## src/hw/rtl/sfc_pkg.sv

```systemverilog
`timescale 1ns / 1ps
// Shared types, constants and the CRC32 byte update for the segment frame checker.
// No dependencies.
package sfc_pkg;

    localparam int HEADER_BYTES = 12;
    localparam int TAIL_BYTES   = 4;
    localparam int HCRC_SPAN    = 8;
    localparam int MAX_PAYLOAD  = 512;
    localparam int COUNT_W      = 10;
    localparam int RESULT_DEPTH = 4;
    localparam int PTR_W        = $clog2(RESULT_DEPTH);
    localparam int LEVEL_W      = $clog2(RESULT_DEPTH + 1);

    localparam logic [COUNT_W-1:0] COUNT_MAX = '1;
    localparam logic [31:0]        CRC_POLY  = 32'hEDB88320;

    typedef enum logic [2:0] {
        ST_OK        = 3'd0,
        ST_SIZE      = 3'd1,
        ST_TRUNCATED = 3'd2,
        ST_LENGTH    = 3'd3,
        ST_CRC       = 3'd4,
        ST_TYPE      = 3'd5
    } status_t;

    typedef struct packed {
        logic                 frame_end;
        logic [7:0]           payload_byte;
        logic [2:0]           frame_status;
        logic [1:0]           packet_type;
        logic [4:0]           window_size;
        logic [7:0]           sequence_number;
        logic [COUNT_W-1:0]   payload_length;
        logic [31:0]          time_stamp;
        logic [31:0]          payload_crc;
    } result_t;

    typedef struct packed {
        logic [1:0] count;
        result_t    first;
        result_t    second;
    } push_t;

    function automatic logic [31:0] crc32_byte(input logic [31:0] c, input logic [7:0] b);
        logic [31:0] x;
        x = c ^ {24'd0, b};
        for (int k = 0; k < 8; k++) begin
            x = (x >> 1) ^ (CRC_POLY & {32{x[0]}});
        end
        return x;
    endfunction

endpackage

```

## src/hw/rtl/sfc_parser.sv

```systemverilog
`timescale 1ns / 1ps
// Input beat register, header capture, tail delay line, CRC checks and frame status.
// Depends on sfc_pkg.
module sfc_parser (
    input  logic          aclk,
    input  logic          aresetn,
    input  logic          in_valid,
    output logic          in_ready,
    input  logic [7:0]    in_byte,
    input  logic          in_last,
    input  logic          space_ok,
    output sfc_pkg::push_t push
);
    import sfc_pkg::*;

    logic                in_valid_reg;
    logic [7:0]          in_byte_reg;
    logic                in_last_reg;
    logic                fire;

    logic [COUNT_W-1:0]  count_reg, count_next;
    logic [7:0]          hb0_reg, hb0_next;
    logic [7:0]          seq_reg, seq_next;
    logic [15:0]         length_reg, length_next;
    logic [31:0]         stamp_reg, stamp_next;
    logic [31:0]         hcrc_rx_reg, hcrc_rx_next;
    logic [31:0]         hcrc_reg, hcrc_next;
    logic [31:0]         pcrc_reg, pcrc_next;
    logic [7:0]          tail_reg [TAIL_BYTES];
    logic [7:0]          tail_next [TAIL_BYTES];

    logic [COUNT_W-1:0]  psize;
    logic [31:0]         tail_crc;
    status_t             status;
    result_t             byte_res, status_res;
    logic                byte_out;

    assign fire     = in_valid_reg && space_ok;
    assign in_ready = !in_valid_reg || space_ok;

    always_ff @(posedge aclk) begin
        if (!aresetn) begin
            in_valid_reg <= 1'b0;
        end else if (in_ready) begin
            in_valid_reg <= in_valid;
        end
    end

    always_ff @(posedge aclk) begin
        if (in_ready && in_valid) begin
            in_byte_reg <= in_byte;
            in_last_reg <= in_last;
        end
    end

    always_comb begin
        count_next   = count_reg;
        hb0_next     = hb0_reg;
        seq_next     = seq_reg;
        length_next  = length_reg;
        stamp_next   = stamp_reg;
        hcrc_rx_next = hcrc_rx_reg;
        hcrc_next    = hcrc_reg;
        pcrc_next    = pcrc_reg;
        tail_next    = tail_reg;
        byte_out     = 1'b0;
        if (count_reg < COUNT_W'(HEADER_BYTES)) begin
            if (count_reg < COUNT_W'(HCRC_SPAN)) begin
                hcrc_next = crc32_byte(hcrc_reg, in_byte_reg);
            end
            if (count_reg == '0) begin
                hb0_next = in_byte_reg;
            end else if (count_reg == COUNT_W'(1)) begin
                seq_next = in_byte_reg;
            end else if (count_reg < COUNT_W'(4)) begin
                length_next = {length_reg[7:0], in_byte_reg};
            end else if (count_reg < COUNT_W'(HCRC_SPAN)) begin
                stamp_next[8*count_reg[1:0] +: 8] = in_byte_reg;
            end else begin
                hcrc_rx_next = {hcrc_rx_reg[23:0], in_byte_reg};
            end
        end else begin
            for (int i = 0; i < TAIL_BYTES - 1; i++) begin
                tail_next[i] = tail_reg[i+1];
            end
            tail_next[TAIL_BYTES-1] = in_byte_reg;
            if (count_reg >= COUNT_W'(HEADER_BYTES + TAIL_BYTES)) begin
                pcrc_next = crc32_byte(pcrc_reg, tail_reg[0]);
                byte_out  = 1'b1;
            end
        end
        if (count_reg != COUNT_MAX) begin
            count_next = count_reg + COUNT_W'(1);
        end
    end

    assign tail_crc = {tail_next[0], tail_next[1], tail_next[2], tail_next[3]};
    assign psize    = (count_next > COUNT_W'(HEADER_BYTES + TAIL_BYTES))
                    ? count_next - COUNT_W'(HEADER_BYTES + TAIL_BYTES) : '0;

    always_comb begin
        priority if (count_next < COUNT_W'(HEADER_BYTES)
                     || (count_next > COUNT_W'(HEADER_BYTES) && psize == '0)) begin
            status = ST_SIZE;
        end else if (hb0_next[5]) begin
            status = ST_TRUNCATED;
        end else if (length_next > 16'(MAX_PAYLOAD)) begin
            status = ST_LENGTH;
        end else if (~hcrc_next != hcrc_rx_next) begin
            status = ST_CRC;
        end else if ({{(16-COUNT_W){1'b0}}, psize} != length_next) begin
            status = ST_LENGTH;
        end else if (hb0_next[7:6] == 2'd0) begin
            status = ST_TYPE;
        end else if (psize != '0 && ~pcrc_next != tail_crc) begin
            status = ST_CRC;
        end else begin
            status = ST_OK;
        end
    end

    always_comb begin
        byte_res              = '0;
        byte_res.payload_byte = tail_reg[0];

        status_res                 = '0;
        status_res.frame_end       = 1'b1;
        status_res.frame_status    = status;
        status_res.packet_type     = hb0_next[7:6];
        status_res.window_size     = hb0_next[4:0];
        status_res.sequence_number = seq_next;
        status_res.payload_length  = (length_next > 16'(COUNT_MAX))
                                   ? COUNT_MAX : length_next[COUNT_W-1:0];
        status_res.time_stamp      = stamp_next;
        status_res.payload_crc     = (psize != '0) ? tail_crc : 32'd0;

        push        = '0;
        push.second = status_res;
        if (fire) begin
            if (byte_out) begin
                push.first = byte_res;
                push.count = in_last_reg ? 2'd2 : 2'd1;
            end else if (in_last_reg) begin
                push.first = status_res;
                push.count = 2'd1;
            end
        end
    end

    always_ff @(posedge aclk) begin
        if (!aresetn || (fire && in_last_reg)) begin
            count_reg   <= '0;
            hb0_reg     <= '0;
            seq_reg     <= '0;
            length_reg  <= '0;
            stamp_reg   <= '0;
            hcrc_rx_reg <= '0;
            hcrc_reg    <= '1;
            pcrc_reg    <= '1;
            for (int i = 0; i < TAIL_BYTES; i++) begin
                tail_reg[i] <= '0;
            end
        end else if (fire) begin
            count_reg   <= count_next;
            hb0_reg     <= hb0_next;
            seq_reg     <= seq_next;
            length_reg  <= length_next;
            stamp_reg   <= stamp_next;
            hcrc_rx_reg <= hcrc_rx_next;
            hcrc_reg    <= hcrc_next;
            pcrc_reg    <= pcrc_next;
            tail_reg    <= tail_next;
        end
    end

endmodule

```

## config.mk

```make
export PLATFORM = sky130hd
export DESIGN_NAME = sfc_parser
export DESIGN_NICKNAME = d
export VERILOG_FILES = /design/src/hw/rtl/sfc_pkg.sv /design/src/hw/rtl/sfc_parser.sv
export SDC_FILE = /design/constraint.sdc
export NUM_CORES = 1
export LEC_CHECK = 0
export ABC_AREA = 1
export BUFFER_PORTS_ARGS = -buffer_cell sky130_fd_sc_hd__buf_2
export CORE_MARGIN = 2
export CORE_UTILIZATION = 36
export DETAILED_ROUTE_END_ITERATION = 7
export HOLD_SLACK_MARGIN = 0.03
export SLEW_MARGIN = 0
export SYNTH_ARGS = -nofsm -noshare
export SYNTH_HDL_FRONTEND = slang
export SYNTH_SLANG_ARGS = --single-unit
export TNS_END_PERCENT = 1
```

## constraint.sdc

```tcl
create_clock -name aclk -period 8.3 [get_ports aclk]
set_clock_uncertainty 0.2 [all_clocks]
set_input_delay 0.83 -clock aclk [delete_from_list [all_inputs] [get_ports aclk]]
set_output_delay 0.83 -clock aclk [all_outputs]
set_load 0.02 [all_outputs]
```

==> results of run 1 <==
[layer usage]
layer	part of all wire	routed length, um
met4	0.030	1720
met5	0	0
met1	0.45	26000
met3	0.081	4680
met2	0.44	25000
[area by class of cell]
class,instances,area share
inverter,510,0.105
tap,592,0.0404
sequential,212,0.237
timing repair buffer,223,0.0630
clock buffer,34,0.0406
multi-input combinational,2000,0.504
clock inverter,17,0.0111
[logic make-up after synthesis]
group | after synthesis
adders and majority gates | 10
AOI/OAI and AO/OA | 504
DFF | 212
xor gates and xnor gates | 43
other | 2
buffers and inverters | 660
and+or+nand+nor | 1434
[worst max-delay path by stage]
stage	from	end	slack [ns]	depth (start not counted)
global placement	count_reg[0]	push[192]	3.05	21
detailed placement	count_reg[0]	push[191]	2.96	18
CTS	count_reg[0]	push[191]	2.34	19
floorplan	count_reg[1]	push[125]	4.33	20
finish	count_reg[0]	push[191]	2.36	18
global route	count_reg[0]	push[191]	1.89	18
[worst reg2reg max path, delay by kind of cell, from the launching register on]
family	cells	cell delay, ns
simple gates	3	1.17
flops	1	0.39
compound gates	2	0.27
buf+inv	4	2.14
[per-stage QoR]
stage               std cells  utilization
floorplan                2872            -
global placement         3537        0.392
detailed placement       3537        0.392
CTS                      3588        0.413
global route             3588        0.413
finish                   3588        0.413
[synthesized netlist by cell type]
library cell	count	share of area
clkinv_1	1	0.00023
nand3_1	239	0.074
a21oi_1	164	0.051
o21ai_0	272	0.084
o21ai_2	3	0.0016
or2_2	4	0.0015
nor2_1	180	0.042
nand3b_1	11	0.0051
nand3_2	6	0.0037
nor3_1	36	0.011
and3_1	1	0.00039
xor2_1	37	0.020
nand2_4	3	0.0021
buf_6	10	0.0070
o21a_1	1	0.00046
nor2_4	2	0.0014
nor4_1	2	0.00077
ha_1	10	0.0077
o21ai_1	18	0.0056
a21boi_0	1	0.00046
o211ai_1	43	0.020
xnor2_1	6	0.0032
inv_1	500	0.12
a31oi_1	2	0.00077
nand3_4	1	0.0011
nor3_2	1	0.00062
inv_2	9	0.0021
or2_1	1	0.00039
dfxtp_1	203	0.25
nand2_1	893	0.21
buf_1	15	0.0035
nand4_1	30	0.012
or2_0	1	0.00039
buf_4	25	0.012
nor2_2	12	0.0046
edfxtp_1	9	0.017
nand2_2	10	0.0039
clkbuf_1	69	0.016
and2_1	1	0.00039
conb_1	2	0.00046
buf_2	31	0.0096
[report_power, final]
part / switching (uW) / internal, uW
clock network: 500 / 760
logic: 997 / 383
registers: 49.9 / 1090
==> impl_metrics.env, run 1 <==
export IMPL_setup_ws_ns=2.36
export IMPL_dieArea_um2=46700
export IMPL_start_kind="flip-flop"
export IMPL_final_common_cell="nand2_1"
export IMPL_grt_pass1_vias=16100
export IMPL_p_leak_uw=0.0102
export IMPL_antenna_found_initial=0
export IMPL_place_gp_congestion=0.916
export IMPL_clkLatencyLatePin_ns=0.58
export IMPL_numCtsBuffers=28
export IMPL_min_to="in_byte_reg[2]"
export IMPL_finalInstanceArea_um2=18300
export IMPL_track_usage=0.238
export IMPL_min_period_ns=5.94
export IMPL_cpMostUsedCell="nand2_1"
export IMPL_hold_viol=0
export IMPL_max_clock_path_buffers=3
export IMPL_cts_root_buf="clkbuf_16"
export IMPL_drcViolationCount=0
export IMPL_finalSetupViolations=0
export IMPL_critical_path_class="flip-flop to output pin"
export IMPL_max_clock_freq_mhz=168
export IMPL_critical_path_cell_chain="inv_1 -> ha_1 -> nand2_1 -> nand2_1 -> nor2_2 -> o21ai_0 -> xnor2_1 -> nand2_1 -> nor2_1 -> nand2_1 -> nor2_1 -> nand3_1 -> nor2_1 -> nand2_1 -> nand2_2 -> nand2_1 -> nor2_1 -> buf_2"
export IMPL_cts_hold_buf=0
export IMPL_fin_tns_setup_ns=0
export IMPL_area_growth_synth_to_final_pct=13.1
export IMPL_numClockSinks=212
export IMPL_grt_overflow_total=0
export IMPL_peakVddDrop_mv=0.119
export IMPL_multi_input_area_um2=9220
export IMPL_synthAdderAreaFrac=0.00773
export IMPL_status="finished clean"
export IMPL_slew_violations=0
export IMPL_grt_busiest_layer="met2"
export IMPL_port_buffers=208
export IMPL_core_area_um2=44300
export IMPL_yosys_register_bits=212
export IMPL_grt_max_degree=115
export IMPL_synth_warnings=0
export IMPL_synth_xor_area_frac=0.0233
export IMPL_cts_resized=0
export IMPL_tightest_slew_ns=1.19
export IMPL_r2r_setup_slack_ns=4.04
export IMPL_ys_types=41
export IMPL_post_cts_buffers=0
export IMPL_wl_um=57400
export IMPL_max_stage_delay_ns=0.90
export IMPL_final_layout_size_suffix_gt1_frac=0.107
export IMPL_path_buf_inv=2
export IMPL_antenna_left=0
export IMPL_synth_area_um2=16200
export IMPL_firstDrtPassIters=6
export IMPL_r2r_start="in_valid_reg"
export IMPL_met1_usage=0.334
export IMPL_placed_area_um2=17400
export IMPL_ys_seq_area_frac=0.268
export IMPL_start_util=0.365
export IMPL_io_pins=218
export IMPL_syn_area_per_cell_um2=5.65
export IMPL_die_x_um=216
export IMPL_use_met3=0.0282
export IMPL_cts_tree="built"
export IMPL_grtUsageMet2=0.377
export IMPL_hpwl_um=41300
export IMPL_grt_pass1_wl_um=88800
export IMPL_rsz0062_at_grt="false"
export IMPL_synth_compound_area_frac=0.164
export IMPL_rr_endpoint="hcrc_rx_reg[1]"
export IMPL_pre_cts_ws_ns=2.96
export IMPL_hold_depth=1
export IMPL_max_cap_viol_count=0
export IMPL_synth_top_family_by_area="simple AND/OR/NAND/NOR gates"
export IMPL_critPathArrivalTime_ns=4.91
export IMPL_muxShareOfSynthArea=0
export IMPL_power_density_nw_per_um2=206
export IMPL_fin_crit_sh=0.716
export IMPL_yosys_area_share_simple=0.372
export IMPL_drt_iter0_drc=1514
export IMPL_vias=18200
export IMPL_slowest_stage="nor2_2"
export IMPL_cp_required_ns=7.27
export IMPL_register_area_um2=4330
export IMPL_layout_nets=2998
export IMPL_via_per_inst=5.08
export IMPL_row_count=77
export IMPL_power_total_uw=3780
export IMPL_r2r_cells=9
export IMPL_whs_ns=0.226
export IMPL_slew_headroom=0.207
export IMPL_htreeDepth=1
export IMPL_clkTransAtPathRegs_ns=0.06
export IMPL_antenna_cells=0
export IMPL_fillers=4806
export IMPL_die_h_um=216
export IMPL_cp_max_fo=29
export IMPL_final_cell_mix="891 x nand2_1, 498 x inv_1, 272 x o21ai_0"
export IMPL_min_path_type="primary input to flip-flop"
export IMPL_hold_start="in_byte[2]"
export IMPL_synthCells=2865
export IMPL_critPathCaptureType="output pin"
export IMPL_wl_per_cell_um=16.0
export IMPL_crit_family="simple AND/OR/NAND/NOR gates"
Power figures use the tool's default switching activity.
==> inputs of run 2 (changes only) <==
Settings changed: ABC_AREA 1 to 0.
Clock period 8.3 ns to 4.75 ns, I/O delays scaled along.
==> impl_metrics.env, run 2 <==
export IMPL_critPathArrivalTime_ns=4.10
export IMPL_synth_top_family_by_area="simple AND/OR/NAND/NOR gates"
export IMPL_track_usage=0.254
export IMPL_slew_violations=0
export IMPL_fin_tns_setup_ns=-0.0614
export IMPL_startpoint="in_byte_reg[2]"
export IMPL_die_x_um=212
export IMPL_synth_edf_count=9
export IMPL_p_seq_frac=0.349
export IMPL_antenna_left=0
export IMPL_synth_common_cells="305 x nand2_1, 259 x nor2_1, 203 x dfxtp_1"
export IMPL_max_stage_delay_ns=0.57
export IMPL_start_util=0.364
export IMPL_synth_area_leader_cell="dfxtp_1"
export IMPL_ys_flop_type="dfxtp_1"
export IMPL_max_clock_path_buffers=3
export IMPL_grt_pass1_wl_um=87300
export IMPL_p_clk_frac=0.404
export IMPL_critical_path_class="flip-flop to output pin"
export IMPL_crit_family="XOR/XNOR gates"
export IMPL_slew_headroom=0.209
export IMPL_finalSetupViolations=3
export IMPL_setup_ws_ns=-0.0295
export IMPL_cpMostUsedCell="buf_4"
export IMPL_numCtsBuffers=27
export IMPL_hpwl_um=43000
export IMPL_cts_root_buf="clkbuf_16"
export IMPL_p_switching_uw=1720
export IMPL_min_path_type="primary input to flip-flop"
export IMPL_tightest_slew_ns=1.18
export IMPL_syn_area_per_cell_um2=7.85
export IMPL_yosys_register_bits=212
export IMPL_antenna_cells=0
export IMPL_p_sw_frac=0.315
export IMPL_dpl_cell_count=2730
export IMPL_cp_required_ns=4.07
export IMPL_peakVddDrop_mv=0.247
export IMPL_grt_pass1_vias=14300
export IMPL_drt_iter0_drc=1288
export IMPL_clkLatencyLatePin_ns=0.59
export IMPL_core_area_um2=42900
export IMPL_max_cap_viol_count=0
export IMPL_final_cell_mix="303 x nand2_1, 256 x nor2_1, 204 x buf_2"
export IMPL_r2r_start="count_reg[5]"
export IMPL_area_growth_synth_to_final_pct=23.5
export IMPL_fin_crit_sh=1.01
export IMPL_status="finished with violations"
export IMPL_critPathCaptureType="output pin"
export IMPL_via_per_inst=5.44
export IMPL_yosysMostFrequentCell="nand2_1"
export IMPL_clkTransAtPathRegs_ns=0.06
export IMPL_io_pins=218
export IMPL_grt_max_degree=84
export IMPL_max_clock_freq_mhz=209
export IMPL_dieArea_um2=45000
export IMPL_drcViolationCount=0
export IMPL_htreeDepth=1
export IMPL_ys_seq_area_frac=0.278
export IMPL_synth_area_um2=15600
export IMPL_final_layout_size_suffix_gt1_frac=0.229
export IMPL_wl_um=58400
export IMPL_power_total_uw=5460
export IMPL_die_h_um=212
export IMPL_synth_warnings=0
export IMPL_path_buf_inv=3
export IMPL_power_internal_uw=3740
export IMPL_cp_max_fo=6
export IMPL_layout_nets=2234
export IMPL_wl_per_cell_um=20.7
export IMPL_muxShareOfSynthArea=0.0678
export IMPL_firstDrtPassIters=6
export IMPL_finalNonFillerCells=2817
export IMPL_numClockSinks=212
export IMPL_power_density_nw_per_um2=284
export IMPL_final_common_cell="nand2_1"
export IMPL_port_buffers=208
export IMPL_slowest_stage="xnor3_2"
export IMPL_critical_path_cell_chain="xnor2_2 -> buf_4 -> xnor2_4 -> xnor3_2 -> mux2i_1 -> a211oi_1 -> a21o_1 -> or4_1 -> nor4b_2 -> buf_4 -> a211oi_2 -> buf_4"
export IMPL_hold_start="space_ok"
export IMPL_cts_tree="built"
export IMPL_antenna_found_initial=0
export IMPL_pre_cts_ws_ns=0.195
export IMPL_synthAdderAreaFrac=0.00802
export IMPL_vias=15300
export IMPL_hold_viol=0
export IMPL_synth_xor_area_frac=0.183
export IMPL_ys_async_sr_fraction=0
export IMPL_violations="setup timing"
export IMPL_synth_top_area_frac=0.260
export IMPL_row_count=76
export IMPL_p_comb_frac=0.248
export IMPL_synth_compound_area_frac=0.183
export IMPL_p_leak_uw=0.00886
export IMPL_ys_types=97
export IMPL_place_gp_congestion=0.985
export IMPL_start_kind="flip-flop"
export IMPL_rsz0062_at_grt="true"
export IMPL_yosys_area_share_simple=0.212
export IMPL_synth_area_leaders="dfxtp_1 26%, nand2_1 7.3%, xnor2_1 6.8%"
export IMPL_min_period_ns=4.78
export IMPL_final_util=0.449
export IMPL_synthCells=1987
export IMPL_grt_overflow_total=0
==> run 2: worst reg2reg max path, stage by stage (launching register included) <==
cell,delay [ns]
dfxtp_1,0.31
or4_4,0.57
buf_6,0.17
buf_4,0.17
nor2_8,0.13
inv_2,0.06
buf_12,0.17
nand2_1,0.46
buf_4,0.45
o211ai_1,0.16
==> run 2: worst paths after layout <==
kind / endpoint / slack, ns / depth (start not counted)
worst max-delay path: push[192] / -0.03 / 12
worst min-delay path: pcrc_reg[21] / 0.21 / 3
worst max register to register: pcrc_reg[10] / 1.73 / 9
worst min register to register: length_reg[10] / 0.26 / 2
==> run 2: area by class of cell <==
cell class | instances | area (um^2)
Tap cell | 585 | 732
Inverter | 78 | 293
Timing Repair Buffer | 362 | 2330
Sequential cell | 212 | 4350
Multi-Input combinational cell | 1530 | 10600
Clock buffer | 38 | 788
Clock inverter | 12 | 159
Fill cell | 4260 | 23600
==> run 2: cells by family (layout without fill, tap and decap cells) <==
logic type	Yosys count	count (layout)
other	2	9
flip-flops	212	212
adder cells (fa/ha/maj)	10	10
AO/OA/AOI/OAI	428	428
AND/OR/NAND/NOR	745	745
buffers and inverters	252	490
multiplexers	101	101
XOR/XNOR	237	237
==> run 2: power by group through the flow <==
stage	registers (uW)	logic [uW]	clock network, uW
CTS	1900	1320	2250
global route	1910	1440	2320
finish	1910	1350	2200
detailed placement	1940	1250	0
floorplan	1920	933	0
global placement	1940	1250	0
==> run 2: layer usage <==
metal | track usage | vias up | wire length (um)
li1 | - | 7294 | -
met2 | 0.404 | 642 | 26500
met1 | 0.341 | 7240 | 25100
met3 | 0.0374 | 156 | 4070
met4 | 0.109 | 0 | 2740
met5 | 0 | - | 0
==> run 2: repair_timing <==
action                                  CTS  global route
hold buffers                             11             0
gates resized for setup                  53            37
cloned                                    1             0
buffers inserted                         17             9
pin swaps                                20            24
endpoints found under the hold margin    10             0
endpoints found under the setup margin   70            70
==> run 2: per-stage QoR <==
stage | hold WS (ns) | instance area, um^2
detailed placement | 0.247 | 17600
floorplan | 0.236 | 15600
global route | 0.233 | 19300
CTS | 0.196 | 19000
global placement | 0.243 | 17600
finish | 0.210 | 19300
==> inputs of run 3 (changes only) <==
Settings changed: CTS_BUF_LIST from default to sky130_fd_sc_hd__clkbuf_4.
==> impl_metrics.env, run 3 (synthesized netlist as in run 2, its figures left out) <==
export IMPL_numCtsBuffers=68
export IMPL_min_path_type="primary input to flip-flop"
export IMPL_rsz0062_at_grt="true"
export IMPL_antenna_found_initial=1
export IMPL_cts_tree="built"
export IMPL_core_area_um2=42900
export IMPL_numClockSinks=212
export IMPL_cp_required_ns=4.07
export IMPL_drcViolationCount=0
export IMPL_place_gp_congestion=0.985
export IMPL_dpl_cell_count=2730
export IMPL_peakVddDrop_mv=0.127
export IMPL_startpoint="count_reg[9]"
export IMPL_min_period_ns=4.95
export IMPL_area_growth_synth_to_final_pct=25.0
export IMPL_violations="setup timing"
export IMPL_critPathCaptureType="output pin"
export IMPL_wl_per_cell_um=20.3
export IMPL_track_usage=0.260
export IMPL_max_cap_viol_count=0
export IMPL_critical_path_cell_chain="buf_4 -> nor4_4 -> nand2_2 -> buf_8 -> mux2i_1 -> xor2_1 -> or4b_4 -> nor4_4 -> nand4_1 -> o311a_4 -> a211oi_2 -> buf_4"
export IMPL_start_kind="flip-flop"
export IMPL_power_density_nw_per_um2=268
export IMPL_final_layout_size_suffix_gt1_frac=0.258
export IMPL_cp_max_fo=22
export IMPL_hpwl_um=43000
export IMPL_rr_endpoint="tail_reg[23]"
export IMPL_firstDrtPassIters=5
export IMPL_final_common_cell="nand2_1"
export IMPL_register_area_um2=4350
export IMPL_row_count=76
export IMPL_port_buffers=208
export IMPL_vias=15800
export IMPL_whs_ns=0.231
export IMPL_r2r_start="in_valid_reg"
export IMPL_hold_depth=2
export IMPL_fin_crit_sh=1.04
export IMPL_io_pins=218
export IMPL_final_cell_mix="303 x nand2_1, 256 x nor2_1, 204 x buf_2"
export IMPL_grt_pass1_vias=14900
export IMPL_slowest_stage="or4b_4"
export IMPL_hold_viol=0
export IMPL_grt_max_degree=84
export IMPL_fillers=4248
export IMPL_antenna_left=0
export IMPL_setup_ws_ns=-0.195
export IMPL_crit_family="simple AND/OR/NAND/NOR gates"
export IMPL_max_clock_path_buffers=3
export IMPL_max_stage_delay_ns=0.52
export IMPL_p_leak_uw=0.00906
export IMPL_finalNonFillerCells=2904
export IMPL_clkTransAtPathRegs_ns=0.06
export IMPL_via_per_inst=5.45
export IMPL_multi_input_area_um2=10700
export IMPL_start_util=0.364
export IMPL_finalInstanceArea_um2=19500
export IMPL_slew_headroom=0.179
export IMPL_dieArea_um2=45000
export IMPL_r2r_cells=5
export IMPL_slew_violations=0
export IMPL_placed_area_um2=17600
export IMPL_finalSetupViolations=13
export IMPL_status="finished with violations"
export IMPL_cp_depth=12
export IMPL_drt_iter0_drc=1168
export IMPL_min_to="in_byte_reg[0]"
export IMPL_wl_um=59000
export IMPL_layout_nets=2295
export IMPL_hold_start="in_byte[0]"
export IMPL_critical_path_class="flip-flop to output pin"
export IMPL_cts_root_buf="clkbuf_4"
export IMPL_grt_overflow_total=0
export IMPL_die_x_um=212
export IMPL_grt_pass1_wl_um=89000
export IMPL_die_h_um=212
export IMPL_power_total_uw=5230
export IMPL_tightest_slew_ns=1.23
export IMPL_path_buf_inv=3
export IMPL_critPathArrivalTime_ns=4.27
export IMPL_htreeDepth=3
export IMPL_clkLatencyLatePin_ns=0.79
export IMPL_max_clock_freq_mhz=202
export IMPL_r2r_setup_slack_ns=1.75
[run 3: changes by cell type in the layout (fill, tap and decap cells not counted), moves of 2 or more]
| cell | before | now |
|---|---|---|
| clkbuf_1 | 5 | 0 |
| inv_1 | 72 | 74 |
| diode_2 | 0 | 2 |
| inv_2 | 6 | 4 |
| clkbuf_4 | 0 | 101 |
| buf_12 | 5 | 8 |
| clkbuf_8 | 5 | 0 |
| clkinv_1 | 0 | 11 |
| buf_4 | 138 | 144 |
| buf_6 | 2 | 11 |
| bufinv_16 | 3 | 1 |
| clkinv_2 | 4 | 0 |
| clkbuf_16 | 28 | 0 |
[run 3: cell type report]
class                   count  area share
multi-input cells        1530       0.550
inverters                  78      0.0151
diodes                      2    0.000257
repair buffers            382       0.131
well taps                 585      0.0375
flip-flops and latches    212       0.223
clock buffers             101      0.0389
clock inverters            14     0.00423
[run 3: power by group]
part	internal, uW	total [uW]	switching [uW]
clock network	1010	1890	872
registers	1840	1910	63.9
logic	629	1440	806
[run 3: stage by stage]
step	setup slack (ns)	util	setup TNS [ns]
after floorplan	0.121	-	0
after global placement	0.166	0.410	0
after detailed placement	0.195	0.410	0
after CTS	-0.166	0.449	-0.768
after global routing	-0.373	0.455	-5.26
final	-0.195	0.455	-0.872
[run 3: layer usage]
layer / track usage / part of all wire
met1: 0.339 / 0.42
met2: 0.415 / 0.46
met3: 0.0459 / 0.075
met4: 0.125 / 0.045
met5: 0 / 0
[run 3: worst max-delay path by stage]
stage / slack, ns / to
5_1_grt: -0.37 / push[91]
6_report: -0.20 / push[190]
3_3_place_gp: 0.17 / push[91]
4_1_cts: -0.17 / push[91]
2_1_floorplan: 0.12 / push[192]
3_5_place_dp: 0.19 / push[91]
[run 3: timing repair]
| action | CTS | global route |
|---|---|---|
| gates resized for setup | 87 | 32 |
| setup endpoints to repair | 70 | 70 |
| hold buffers | 12 | 0 |
| pin swaps | 40 | 28 |
| buffers inserted | 38 | 7 |
| hold endpoints to repair | 11 | 0 |
| gates cloned | 1 | 0 |
[run 3: worst register-to-register path, delay by kind of cell, from the launching register on]
kind / cells / cell delay [ns]
AO/OA/AOI/OAI: 1 / 0.10
buffers and inverters: 1 / 0.67
flip-flops: 1 / 0.42
AND/OR/NAND/NOR: 3 / 1.46
